## src/rtl/kmsd_pkg.sv

```systemverilog
package kmsd_pkg;

    localparam int unsigned PIN_W     = 5;
    localparam int unsigned IDX_W     = 4;
    localparam int unsigned TMR_W     = 16;
    localparam int unsigned LINES_DEF = 5;
    localparam int unsigned S_DATA_W  = 8;
    localparam int unsigned M_DATA_W  = 16;

    localparam logic [IDX_W-1:0] NONE_IDX   = 4'd8;
    localparam logic [TMR_W-1:0] RELOAD_RST = 16'd20;

    typedef struct packed {
        logic [IDX_W-1:0] col;
        logic [IDX_W-1:0] row;
    } scan_t;

    typedef struct packed {
        logic             up_pending;
        logic             down_pending;
        logic             pressed;
        logic [IDX_W-1:0] held_row;
        logic [IDX_W-1:0] held_col;
    } result_t;

    function automatic logic [PIN_W-1:0] line_mask(input int unsigned lines);
        logic [PIN_W-1:0] m;
        for (int unsigned i = 0; i < PIN_W; i++) begin
            m[i] = (i < lines);
        end
        return m;
    endfunction

    // index of the lowest set line, NONE_IDX when no line is set
    function automatic logic [IDX_W-1:0] lowest_line(input logic [PIN_W-1:0] v);
        logic [IDX_W-1:0] idx;
        idx = NONE_IDX;
        for (int i = PIN_W - 1; i >= 0; i--) begin
            if (v[i]) begin
                idx = IDX_W'(i);
            end
        end
        return idx;
    endfunction

endpackage

```

## src/rtl/kmsd_scan.sv

```systemverilog
module kmsd_scan #(
    parameter int unsigned LINES = kmsd_pkg::LINES_DEF
) (
    input  logic                         aclk,
    input  logic                         aresetn,
    input  logic                         step,
    input  logic [kmsd_pkg::PIN_W-1:0]   pin_sample,
    output kmsd_pkg::scan_t              scan
);

    localparam logic [kmsd_pkg::PIN_W-1:0] MASK = kmsd_pkg::line_mask(LINES);
    localparam int unsigned IDX_CAP = (LINES < kmsd_pkg::PIN_W) ? LINES : kmsd_pkg::PIN_W;

    logic                        scan_phase_reg;
    logic [kmsd_pkg::IDX_W-1:0]  cur_col_reg, cur_col_next;
    logic [kmsd_pkg::IDX_W-1:0]  cur_row_reg, cur_row_next;

    always_comb begin
        cur_col_next = cur_col_reg;
        cur_row_next = cur_row_reg;
        if (!scan_phase_reg) begin
            cur_col_next = kmsd_pkg::lowest_line(~pin_sample & MASK);
        end else begin
            cur_row_next = kmsd_pkg::lowest_line(pin_sample & MASK);
        end
    end

    assign scan.col = cur_col_next;
    assign scan.row = cur_row_next;

    always_ff @(posedge aclk) begin
        if (!aresetn) begin
            scan_phase_reg <= 1'b0;
            cur_col_reg    <= '0;
            cur_row_reg    <= '0;
        end else if (step) begin
            scan_phase_reg <= ~scan_phase_reg;
            cur_col_reg    <= cur_col_next;
            cur_row_reg    <= cur_row_next;
        end
    end

`ifndef NO_ASSERTIONS
    a_phase_toggles: assert property (@(posedge aclk) disable iff (!aresetn)
        step |=> scan_phase_reg != $past(scan_phase_reg))
        else $error("scan phase did not alternate");

    a_col_range: assert property (@(posedge aclk) disable iff (!aresetn)
        (cur_col_reg < kmsd_pkg::IDX_W'(IDX_CAP)) || (cur_col_reg == kmsd_pkg::NONE_IDX))
        else $error("column index beyond matrix");
`endif

endmodule

```

## src/rtl/kmsd_fsm.sv

```systemverilog
module kmsd_fsm (
    input  logic                         aclk,
    input  logic                         aresetn,
    input  logic                         step,
    input  logic                         time_tick,
    input  logic                         ack_down,
    input  logic                         ack_up,
    input  logic [kmsd_pkg::TMR_W-1:0]   debounce_reload,
    input  kmsd_pkg::scan_t              scan,
    output kmsd_pkg::result_t            result
);

    typedef enum logic [1:0] {
        KS_IDLE     = 2'd0,
        KS_DOWN     = 2'd1,
        KS_DEBOUNCE = 2'd2
    } key_state_t;

    typedef enum logic [1:0] {
        EV_NONE = 2'd0,
        EV_UP   = 2'd1,
        EV_DOWN = 2'd2
    } event_t;

    key_state_t                  key_state_reg, key_state_next;
    event_t                      pending_reg, pending_next;
    logic [kmsd_pkg::TMR_W-1:0]  timer_reg, timer_next;
    logic [kmsd_pkg::IDX_W-1:0]  latched_col_reg, latched_col_next;
    logic [kmsd_pkg::IDX_W-1:0]  latched_row_reg, latched_row_next;
    logic                        col_hit, row_hit;

    assign col_hit = (scan.col != kmsd_pkg::NONE_IDX);
    assign row_hit = (scan.row != kmsd_pkg::NONE_IDX);

    always_comb begin
        key_state_next   = key_state_reg;
        pending_next     = pending_reg;
        timer_next       = timer_reg;
        latched_col_next = latched_col_reg;
        latched_row_next = latched_row_reg;

        if (ack_down && pending_reg == EV_DOWN) begin
            pending_next = EV_NONE;
        end
        if (ack_up && pending_reg == EV_UP) begin
            pending_next = EV_NONE;
        end
        if (time_tick && timer_reg != '0) begin
            timer_next = timer_reg - 1'b1;
        end

        if (col_hit && row_hit) begin
            if (key_state_reg == KS_IDLE) begin
                latched_col_next = scan.col;
                latched_row_next = scan.row;
                key_state_next   = KS_DOWN;
                pending_next     = EV_DOWN;
            end else if (key_state_reg != KS_DOWN) begin
                timer_next = debounce_reload;
            end
        end else if (col_hit) begin
            if (key_state_reg != KS_IDLE && key_state_reg != KS_DOWN) begin
                timer_next = debounce_reload;
            end
        end else begin
            if (key_state_reg == KS_DOWN) begin
                timer_next     = debounce_reload;
                key_state_next = KS_DEBOUNCE;
                pending_next   = EV_UP;
            end
            if (key_state_next != KS_IDLE && key_state_next != KS_DOWN
                    && timer_next == '0) begin
                key_state_next = KS_IDLE;
            end
        end
    end

    assign result.held_col     = latched_col_next;
    assign result.held_row     = latched_row_next;
    assign result.pressed      = (key_state_next == KS_DOWN);
    assign result.down_pending = (pending_next == EV_DOWN);
    assign result.up_pending   = (pending_next == EV_UP);

    always_ff @(posedge aclk) begin
        if (!aresetn) begin
            key_state_reg   <= KS_IDLE;
            pending_reg     <= EV_NONE;
            timer_reg       <= '0;
            latched_col_reg <= '0;
            latched_row_reg <= '0;
        end else if (step) begin
            key_state_reg   <= key_state_next;
            pending_reg     <= pending_next;
            timer_reg       <= timer_next;
            latched_col_reg <= latched_col_next;
            latched_row_reg <= latched_row_next;
        end
    end

`ifndef NO_ASSERTIONS
    a_idle_timer_clear: assert property (@(posedge aclk) disable iff (!aresetn)
        (key_state_reg == KS_IDLE) |-> (timer_reg == '0))
        else $error("timer running while idle");

    a_down_no_up_event: assert property (@(posedge aclk) disable iff (!aresetn)
        (key_state_reg == KS_DOWN) |-> (pending_reg != EV_UP))
        else $error("up event pending while key down");
`endif

endmodule

```

## src/rtl/key_matrix_scan_debounce.sv

```systemverilog
// Path: an input beat is taken into the input register, its result then into the
// result register, which presents it on m_tvalid; m_tready stalls hold both.
// Throughput: one beat per cycle unless m_tready stalls the output.
// The scan step is one encode and one state update.
// Reset: aresetn synchronous, active low; clears scan and key state, pending
// events, timer, and sets the debounce reload to 20 ticks.
module key_matrix_scan_debounce #(
    parameter int unsigned LINES = kmsd_pkg::LINES_DEF
) (
    input  logic                            aclk,
    input  logic                            aresetn,
    input  logic                            cfg_wr_en,
    input  logic [kmsd_pkg::TMR_W-1:0]      cfg_wr_data,
    input  logic                            s_tvalid,
    output logic                            s_tready,
    // pin_sample[4:0], time_tick[5], ack_down[6], ack_up[7]
    input  logic [kmsd_pkg::S_DATA_W-1:0]   s_tdata,
    output logic                            m_tvalid,
    input  logic                            m_tready,
    // held_col[3:0], held_row[7:4], pressed[8], down_pending[9], up_pending[10]
    output logic [kmsd_pkg::M_DATA_W-1:0]   m_tdata
);

    localparam int unsigned RES_W = $bits(kmsd_pkg::result_t);

    logic [kmsd_pkg::TMR_W-1:0]     reload_reg;
    logic                           in_vld_reg;
    logic [kmsd_pkg::S_DATA_W-1:0]  in_data_reg;
    logic                           out_vld_reg;
    kmsd_pkg::result_t              out_res_reg;
    logic                           adv;
    logic                           step;
    kmsd_pkg::scan_t                scan;
    kmsd_pkg::result_t              result;

    assign adv      = !out_vld_reg || m_tready;
    assign step     = in_vld_reg && adv;
    assign s_tready = !in_vld_reg || adv;

    always_ff @(posedge aclk) begin
        if (!aresetn) begin
            reload_reg <= kmsd_pkg::RELOAD_RST;
        end else if (cfg_wr_en) begin
            reload_reg <= cfg_wr_data;
        end
    end

    always_ff @(posedge aclk) begin
        if (!aresetn) begin
            in_vld_reg  <= 1'b0;
            out_vld_reg <= 1'b0;
        end else begin
            if (s_tready) begin
                in_vld_reg <= s_tvalid;
            end
            if (adv) begin
                out_vld_reg <= in_vld_reg;
            end
        end
    end

    always_ff @(posedge aclk) begin
        if (s_tvalid && s_tready) begin
            in_data_reg <= s_tdata;
        end
        if (step) begin
            out_res_reg <= result;
        end
    end

    kmsd_scan #(
        .LINES (LINES)
    ) u_scan (
        .aclk       (aclk),
        .aresetn    (aresetn),
        .step       (step),
        .pin_sample (in_data_reg[kmsd_pkg::PIN_W-1:0]),
        .scan       (scan)
    );

    kmsd_fsm u_fsm (
        .aclk            (aclk),
        .aresetn         (aresetn),
        .step            (step),
        .time_tick       (in_data_reg[5]),
        .ack_down        (in_data_reg[6]),
        .ack_up          (in_data_reg[7]),
        .debounce_reload (reload_reg),
        .scan            (scan),
        .result          (result)
    );

    assign m_tvalid = out_vld_reg;
    assign m_tdata  = {{(kmsd_pkg::M_DATA_W - RES_W){1'b0}}, out_res_reg};

endmodule

```

## config.mk

```make
export PLATFORM = sky130hd
export DESIGN_NAME = key_matrix_scan_debounce
export DESIGN_NICKNAME = d
export VERILOG_FILES = /design/src/rtl/kmsd_pkg.sv /design/src/rtl/kmsd_scan.sv /design/src/rtl/kmsd_fsm.sv /design/src/rtl/key_matrix_scan_debounce.sv
export SDC_FILE = /design/constraint.sdc
export NUM_CORES = 1
export LEC_CHECK = 0
export ABC_AREA = 1
export BUFFER_PORTS_ARGS = -buffer_cell sky130_fd_sc_hd__buf_2
export CORE_MARGIN = 8
export CORE_UTILIZATION = 35
export CTS_CLUSTER_DIAMETER = 40
export DETAILED_ROUTE_END_ITERATION = 16
export GPL_ROUTABILITY_DRIVEN = 0
export GPL_TIMING_DRIVEN = 0
export PLACE_DENSITY = 0.59
export SYNTH_ARGS = -nofsm -noshare
export SYNTH_HDL_FRONTEND = slang
export SYNTH_SLANG_ARGS = --single-unit
export TNS_END_PERCENT = 50
```

## constraint.sdc

```tcl
create_clock -name aclk -period 2.88 [get_ports aclk]
set_input_delay 0.576 -clock aclk [delete_from_list [all_inputs] [get_ports aclk]]
set_output_delay 0.576 -clock aclk [all_outputs]
set_load 0.02 [all_outputs]
```

Word-level counts from Yosys, hierarchy flattened

Cells that the tools add are included.
W data, S select, Z words.

Register bits after elaboration: 74
Bits in latches: 0
RAM bits: 0
ROM bits: 0
Input port bits: 29
Logic and storage cells: 86
Memories: 0

$add $sub $neg: 1
$mul: 0
Div/mod/pow operators: 0
Order comparisons: 0
Eq/ne operators: 10
Shifts and indexed selects: 0
Multiplexer cells: 38
Bitwise logic cells: 2
Reductions and logical operators: 18

Operators with widths:

| cell                    | count |
|---|---|
| $mux W16                | 9 |
| $mux W4                 | 16 |
| $mux W2                 | 13 |
| $logic_not A16 Y1       | 1 |
| $reduce_bool A16 Y1     | 1 |
| $sub A16 B1 Y16 const B | 1 |
| $logic_and A1 B1 Y1     | 9 |
| $eq A2 B1 Y1 const B    | 4 |
| $ne A4 B4 Y1 const B    | 2 |
| $not A5 Y5              | 1 |
| $eq A2 B2 Y1 const B    | 2 |
| $ne A2 B1 Y1 const B    | 2 |
| $reduce_bool A2 Y1      | 2 |
| $logic_not A1 Y1        | 2 |
| $logic_not A2 Y1        | 1 |
| $logic_or A1 B1 Y1      | 2 |
| $not A1 Y1              | 1 |

Longest topological paths before layout

Gate-level depths: netlist (run 1).

Word-level depth: 17
Depth in mapped cells: 17
Depth with buffers taken out: 17

Modules after synthesis

A second synthesis (run 1) with hierarchy kept.

Cell total of the unflattened synthesis: 606
Area, all modules: 4249.1 µm²

By module, submodules not included:

| module                   | instances | cells an instance | area each (µm²) | sequential area each (µm²) |
|---|---|---|---|---|
| kmsd_fsm                 | 1         | 414               | 2484.9          | 560.5 |
| key_matrix_scan_debounce | 1         | 106               | 1249.9          | 930.9 |
| kmsd_scan                | 1         | 86                | 514.2           | 180.2 |

Least setup slack after synthesis (run 1)

Ideal clock, no wire load.

Path kind: in2reg
From: input m_tready
To: register out_res_reg (netlist bit m_tdata[0]) (enable)
Data arrival time: 1785 ps
Required time: 2500 ps
Path slack: 716 ps
Stages on the path: 6
Path through: inv_1 > nand2_1 > nand2_1 > inv_1 > clkbuf_1 > buf_1

Longest elaborated chain between the ends: 2

Ends and longest elaborated chain:

| item                   | RTL line                       | text |
|---|---|---|
| start: declaration     | key_matrix_scan_debounce.sv:19 | `input logic m_tready,` |
| $logic_or A1 B1 Y1     | key_matrix_scan_debounce.sv:36 | `assign adv = !out_vld_reg \|\| m_tready;` |
| $logic_and A1 B1 Y1    | key_matrix_scan_debounce.sv:37 | `assign step = in_vld_reg && adv;` |
| via step               | key_matrix_scan_debounce.sv:32 | `logic step;` |
| end signal: assignment | key_matrix_scan_debounce.sv:67 | `out_res_reg <= result;` |
| end: declaration       | key_matrix_scan_debounce.sv:30 | `kmsd_pkg::result_t out_res_reg;` |

The timed path passes the listed nets, and every way through them passes these cells.
A chain may end at the register's enable or synchronous reset.

Worst setup path after layout (run 1)

Ends and elaborated chain as after synthesis.

==> run_results.csv, run 1 <==
group,metric,value,unit
die,row_count,40,
sta,drv_slew,0,
sta,min_period,2.69,ns
route,via_count,4094,
yosys,seq_area_frac_synth,39.1,%
sta,final.setup.tns,0,ns
outcome,status,"finished, final reports clean",
cts,ctsRootBufferMaster,"clkbuf_16",
global_route,grt_pass1_vias,4053,
sta,rsz0062_at_grt,"no",
yosys,ys_types,38,
worst_setup_path,slowest_stage,"buf_1",
cells_and_area,diodes,0,
yosys,synthTopCellsByCount,"nand2_1, inv_1, o21ai_0",
cells_and_area,area_growth,15.7,%
sta,fmax,372,MHz
die,die_h,126,microns
cells_and_area,final_cell_count_no_fill,816,
route,dr.pass1.iters,4,
global_route,grt.total_usage,15.4,%
cells_and_area,finish.net_count,694,
die,coreArea,12000,sq um
global_route,grt_overflow_total,0,
placement,place.detailed.hpwl,9030,microns
sta,worstMarginPinSlew,1.23,ns
hold_path,holdCritPathClass,"input port to register",
cts,clock_path_buffers,2,
cts,postCtsHoldBufs,0,
placement,port_buffers,40,
run,cap_violations,0,
global_route,grt_pass1_wl,19600,microns
route,wire_per_inst,14.6,microns
cts,cts_resized,0,
sta,skew,0.00961,ns
yosys,ys.flop_type,"dfxtp_1",
global_route,grt_antenna_before_repair,0,
cts,h-tree-depth,3,
route,route.detailed.drc,0,
cells_and_area,drive_above_1_share,15.8,%
cts,clock_latency,0.34,ns
yosys,ys_seq_elements,74,
worst_setup_path,worstPathArrival,2.64,ns
pwr,p_total,0.00291,W
worst_setup_path,crit_path_end_kind,"register",
yosys,synth_cells,609,
yosys,synth_edf_count,19,
cts,cts_sinks,74,
die,die_width,126,microns
yosys,ys_async_sr_fraction,0,%
worst_setup_path,crit_chain,"buf_2 > inv_1 > nand2_1 > nand2_1 > inv_1 > clkbuf_1 > buf_1",
yosys,yosys_warnings,0,
sta,hold_viol_final,0,
route,ant_nets,0,
yosys,synth_top_area_cell,"dfxtp_1",
global_route,grt_max_degree,21,
route,first_iter_violations,227,
route,finalWirelength,11900,microns
yosys,synth_area_leaders,"dfxtp_1, edfxtp_1, nand2_1",
cts,cts_setup_buffers,0,
die,die_area,16000,sq um
yosys,synth_most_common_cell,"nand2_1",
die,start_util,35.7,%
worst_setup_path,critPathMaxStageDelay,0.96,ns
worst_setup_path,critical_path_class,"input port to register",
worst_setup_path,path_max_fanout,20,
sta,slew_headroom,18.0,%
die,ios,47,
cts,clkTransAtPathRegs,0.06,ns
cts,cts_tree,"yes",
cts,cts_made_buffers,9,
placement,dp.cells,800,
pwr,powerDensity,589,nW/um^2
yosys,synth.top_cell.area_share,25.8,%
yosys,syn_area,4270,sq um
route,avgViaCountPerCell,5.02,
pwr,peakVddDrop,0.000334,V
sta,fin_crit_sh,93.4,%
worst_setup_path,cp.required,2.83,ns
pwr,p_leak,2.32,nW
sta,whs,0.409,ns
worst_setup_path,critPathLaunchType,"input port",
sta,setup_viol,0,
yosys,syn_area_per_cell,7.01,sq um
==> worst max-delay path, delay by kind of cell <==
kind	cells	cell delay, ns
buf+inv	5	1.70
simple gates	2	0.34
==> power breakdown <==
part	leakage, nW	internal (W)	switching [W]
registers	0.637	0.00114	0.0000529
clock network	0.131	0.000602	0.000436
logic	1.55	0.000229	0.000448
==> area by class of cell <==
class / count / area [sq um]
well taps: 147 / 184
plain buffers: 31 / 189
clock buffers: 11 / 243
inverters: 88 / 330
fillers: 1201 / 7020
clock inverters: 5 / 30.0
multi-input cells: 420 / 2100
flip-flops and latches: 74 / 1670
repair buffers: 40 / 200
==> layout by cell type, fill, tap and decap left out, drive strengths merged, types with 6 or more instances in the layout <==
cell and count:
a21oi 41, a31oi 11, buf 55, clkbuf 27, dfxtp 55, edfxtp 19
inv 86, nand2 148, nand3 48, nand4 6, nor2 66, o211ai 12
o21ai 66
==> path summary, 6_finish.rpt <==
path	startpoint	end	slack, ns	cells past startpoint
worst min register to register	u_scan.cur_col_reg[0]$_SDFFE_PN0P_	u_scan.cur_col_reg[0]$_SDFFE_PN0P_	0.47	2
worst max-delay path	m_tready	m_tdata[0]$_DFFE_PP_	0.19	7
worst min-delay path	s_tdata[1]	in_data_reg[1]$_DFFE_PP_	0.41	1
worst max register to register	m_tvalid$_SDFFE_PN0P_	m_tdata[0]$_DFFE_PP_	0.21	5
==> per-stage QoR <==
step	utilization [%]	worst slack, ns	instance area (sq um)
6_report	41.3	0.191	4940
5_1_grt	41.3	0.0384	4940
4_1_cts	41.3	0.226	4940
3_5_place_dp	39.0	-0.127	4670
3_3_place_gp	39.0	-0.0524	4670
2_1_floorplan	-	0.716	4290
==> layer usage <==
layer	routed length (microns)	track usage, %	vias to the layer above
met5	0	0	-
met4	276	7.29	0
met3	721	2.56	17
met2	5920	27.3	133
met1	5010	17.6	1854
li1	-	-	2090
==> cells by family after synthesis <==
family,share of synthesized area [%]
other,0.0878
AO/OA/AOI/OAI,18.3
AND/OR/NAND/NOR,29.4
buffers and inverters,12.2
flip-flops,39.1
XOR/XNOR,0.615
adder cells (fa/ha/maj),0.293
No activity file was read; power rests on OpenSTA's default activity.
==> inputs of run 2 (changes only) <==
--- a/config.mk
+++ b/config.mk
@@ -12,8 +12,7 @@
 export CTS_CLUSTER_DIAMETER = 40
 export DETAILED_ROUTE_END_ITERATION = 16
 export GPL_ROUTABILITY_DRIVEN = 0
-export GPL_TIMING_DRIVEN = 0
-export PLACE_DENSITY = 0.59
+export PLACE_DENSITY = 0.61
 export SYNTH_ARGS = -nofsm -noshare
 export SYNTH_HDL_FRONTEND = slang
 export SYNTH_SLANG_ARGS = --single-unit
==> constraint.sdc (replaced) <==
create_clock -name aclk -period 2.2 [get_ports aclk]
set_input_delay 0.44 -clock aclk [delete_from_list [all_inputs] [get_ports aclk]]
set_output_delay 0.44 -clock aclk [all_outputs]
set_load 0.02 [all_outputs]
==> run 2 against run 1 <==
Combinational power up 42%. Flip-flop and latch count unchanged. Clock skew down 0.0043 ns. Wire length down 5.6%. First-iteration DRC count up 35%. Sequential power up 32%. Utilization up 1.7 points. Largest cell class unchanged.
==> run_results.csv, run 2 (synthesized netlist as in run 1, its figures left out) <==
group,metric,value,unit
worst_setup_path,crit_family,"simple AND/OR/NAND/NOR gates",
global_route,grt_overflow_total,0,
cells_and_area,finish.net_count,694,
cells_and_area,final_common_cell,"nand2_1",
placement,post-place-ws,-0.0268,ns
placement,place.detailed.hpwl,8230,microns
cells_and_area,design_area,5150,sq um
sta,min_period,2.08,ns
sta,setup_ws,0.116,ns
route,dr.pass1.iters,5,
route,wire_per_inst,13.8,microns
route,first_iter_violations,306,
global_route,grt_pass1_vias,3920,
worst_setup_path,crit_path_end_kind,"register",
sta,slew_headroom,56.9,%
worst_setup_path,crit_chain,"inv_2 > ha_4 > nand2_4 > nor2_8 > nand2_8 > nand3_1 > nand3_2 > nand2_2 > nand3_2 > nor2_2 > nand3_2 > o21bai_2 > nand2_1 > nand2_1 > inv_1",
worst_setup_path,crit_start,"u_fsm.timer_reg[1]$_SDFFE_PN0P_",
worst_setup_path,cpMostUsedCell,"nand3_2",
pwr,peakVddDrop,0.000387,V
global_route,grt_antenna_before_repair,0,
sta,setup_viol,0,
sta,worstMarginPinSlew,0.646,ns
outcome,status,"finished, final reports clean",
run,cap_violations,0,
cts,clkTransAtPathRegs,0.06,ns
sta,fmax,480,MHz
route,ant_nets,0,
die,die_area,16000,sq um
worst_setup_path,cp.required,2.29,ns
route,via_count,4098,
sta,rsz0062_at_grt,"yes",
route,route.detailed.drc,0,
cells_and_area,area_growth,20.6,%
sta,drv_slew,0,
cts,cts_tree,"yes",
cts,clock_latency,0.33,ns
cts,cts_sinks,74,
sta,final.setup.tns,0,ns
worst_setup_path,path_max_fanout,9,
global_route,grt_max_degree,39,
cts,cts_made_buffers,9,
sta,hold_viol_final,0,
route,avgViaCountPerCell,5.02,
cells_and_area,diodes,0,
die,ios,47,
hold_path,min_from,"s_tdata[6]",
cts,ctsRootBufferMaster,"clkbuf_16",
die,start_util,35.7,%
global_route,grt.total_usage,14.0,%
hold_path,holdCritPathClass,"input port to register",
sta,fin_crit_sh,94.7,%
placement,dpl_cell_area,4670,sq um
worst_setup_path,critical_path_class,"register to register",
cts,h-tree-depth,3,
pwr,p_total,0.00406,W
die,die_h,126,microns
global_route,grt_pass1_wl,18300,microns
pwr,powerDensity,789,nW/um^2
die,die_width,126,microns
sta,skew,0.00530,ns
worst_setup_path,timing.rr.start,"u_fsm.timer_reg[1]$_SDFFE_PN0P_",
worst_setup_path,worstPathArrival,2.18,ns
die,coreArea,12000,sq um
route,finalWirelength,11300,microns
pwr,p_leak,2.41,nW
cts,clock_path_buffers,2,
worst_setup_path,slowest_stage,"dfxtp_2",
cells_and_area,final_cell_mix,"nand2_1, inv_1, o21ai_0, dfxtp_1, buf_2",
cells_and_area,drive_above_1_share,23.2,%
worst_setup_path,cp.buffers_inverters,2,
worst_setup_path,critPathMaxStageDelay,0.33,ns
placement,port_buffers,41,
worst_setup_path,critPathLaunchType,"register",
die,row_count,40,
run 2: layer usage:
layer | global-route usage, % | share of wire, %
met1 | 16.8 | 44
met2 | 23.6 | 49
met3 | 2.60 | 3.9
met4 | 6.72 | 2.9
met5 | 0 | 0
run 2: what timing repair did:
item                       in CTS  in global routing
hold buffers                    0                  0
setup endpoints to repair       1                 27
gates resized for setup         1                 43
buffers inserted                0                  5
pin swaps                       0                  2
gates cloned                    0                  1
run 2: layout make-up:
class / count / area (sq um)
clock buffer: 12 / 268
inverter: 88 / 334
timing repair buffer: 70 / 423
sequential: 74 / 1680
tap: 147 / 184
multi-input combinational: 420 / 2210
clock inverter: 4 / 47.5
fill: 1229 / 6810
timing repair inverter: 1 / 7.51
run 2: per-stage QoR:
stage	utilization (%)	hold WS, ns	instances
2_1_floorplan	-	0.443	613
3_3_place_gp	39.0	0.455	794
3_5_place_dp	39.0	0.461	794
4_1_cts	41.7	0.270	810
5_1_grt	43.1	0.269	816
6_report	43.1	0.278	816
run 2: final timing paths:
| kind | to | slack, ns | depth (start not counted) |
|---|---|---|---|
| setup / recovery | m_tdata[8]$_DFFE_PP_ | 0.12 | 15 |
| hold / removal | in_data_reg[6]$_DFFE_PP_ | 0.28 | 1 |
| setup reg to reg | m_tdata[8]$_DFFE_PP_ | 0.12 | 15 |
| hold reg to reg | u_scan.cur_col_reg[1]$_SDFFE_PN0P_ | 0.47 | 2 |
run 2: power by group:
part           internal [W]  switching (W)
Clock              0.000974       0.000565
Sequential          0.00150      0.0000698
Combinational      0.000339       0.000619
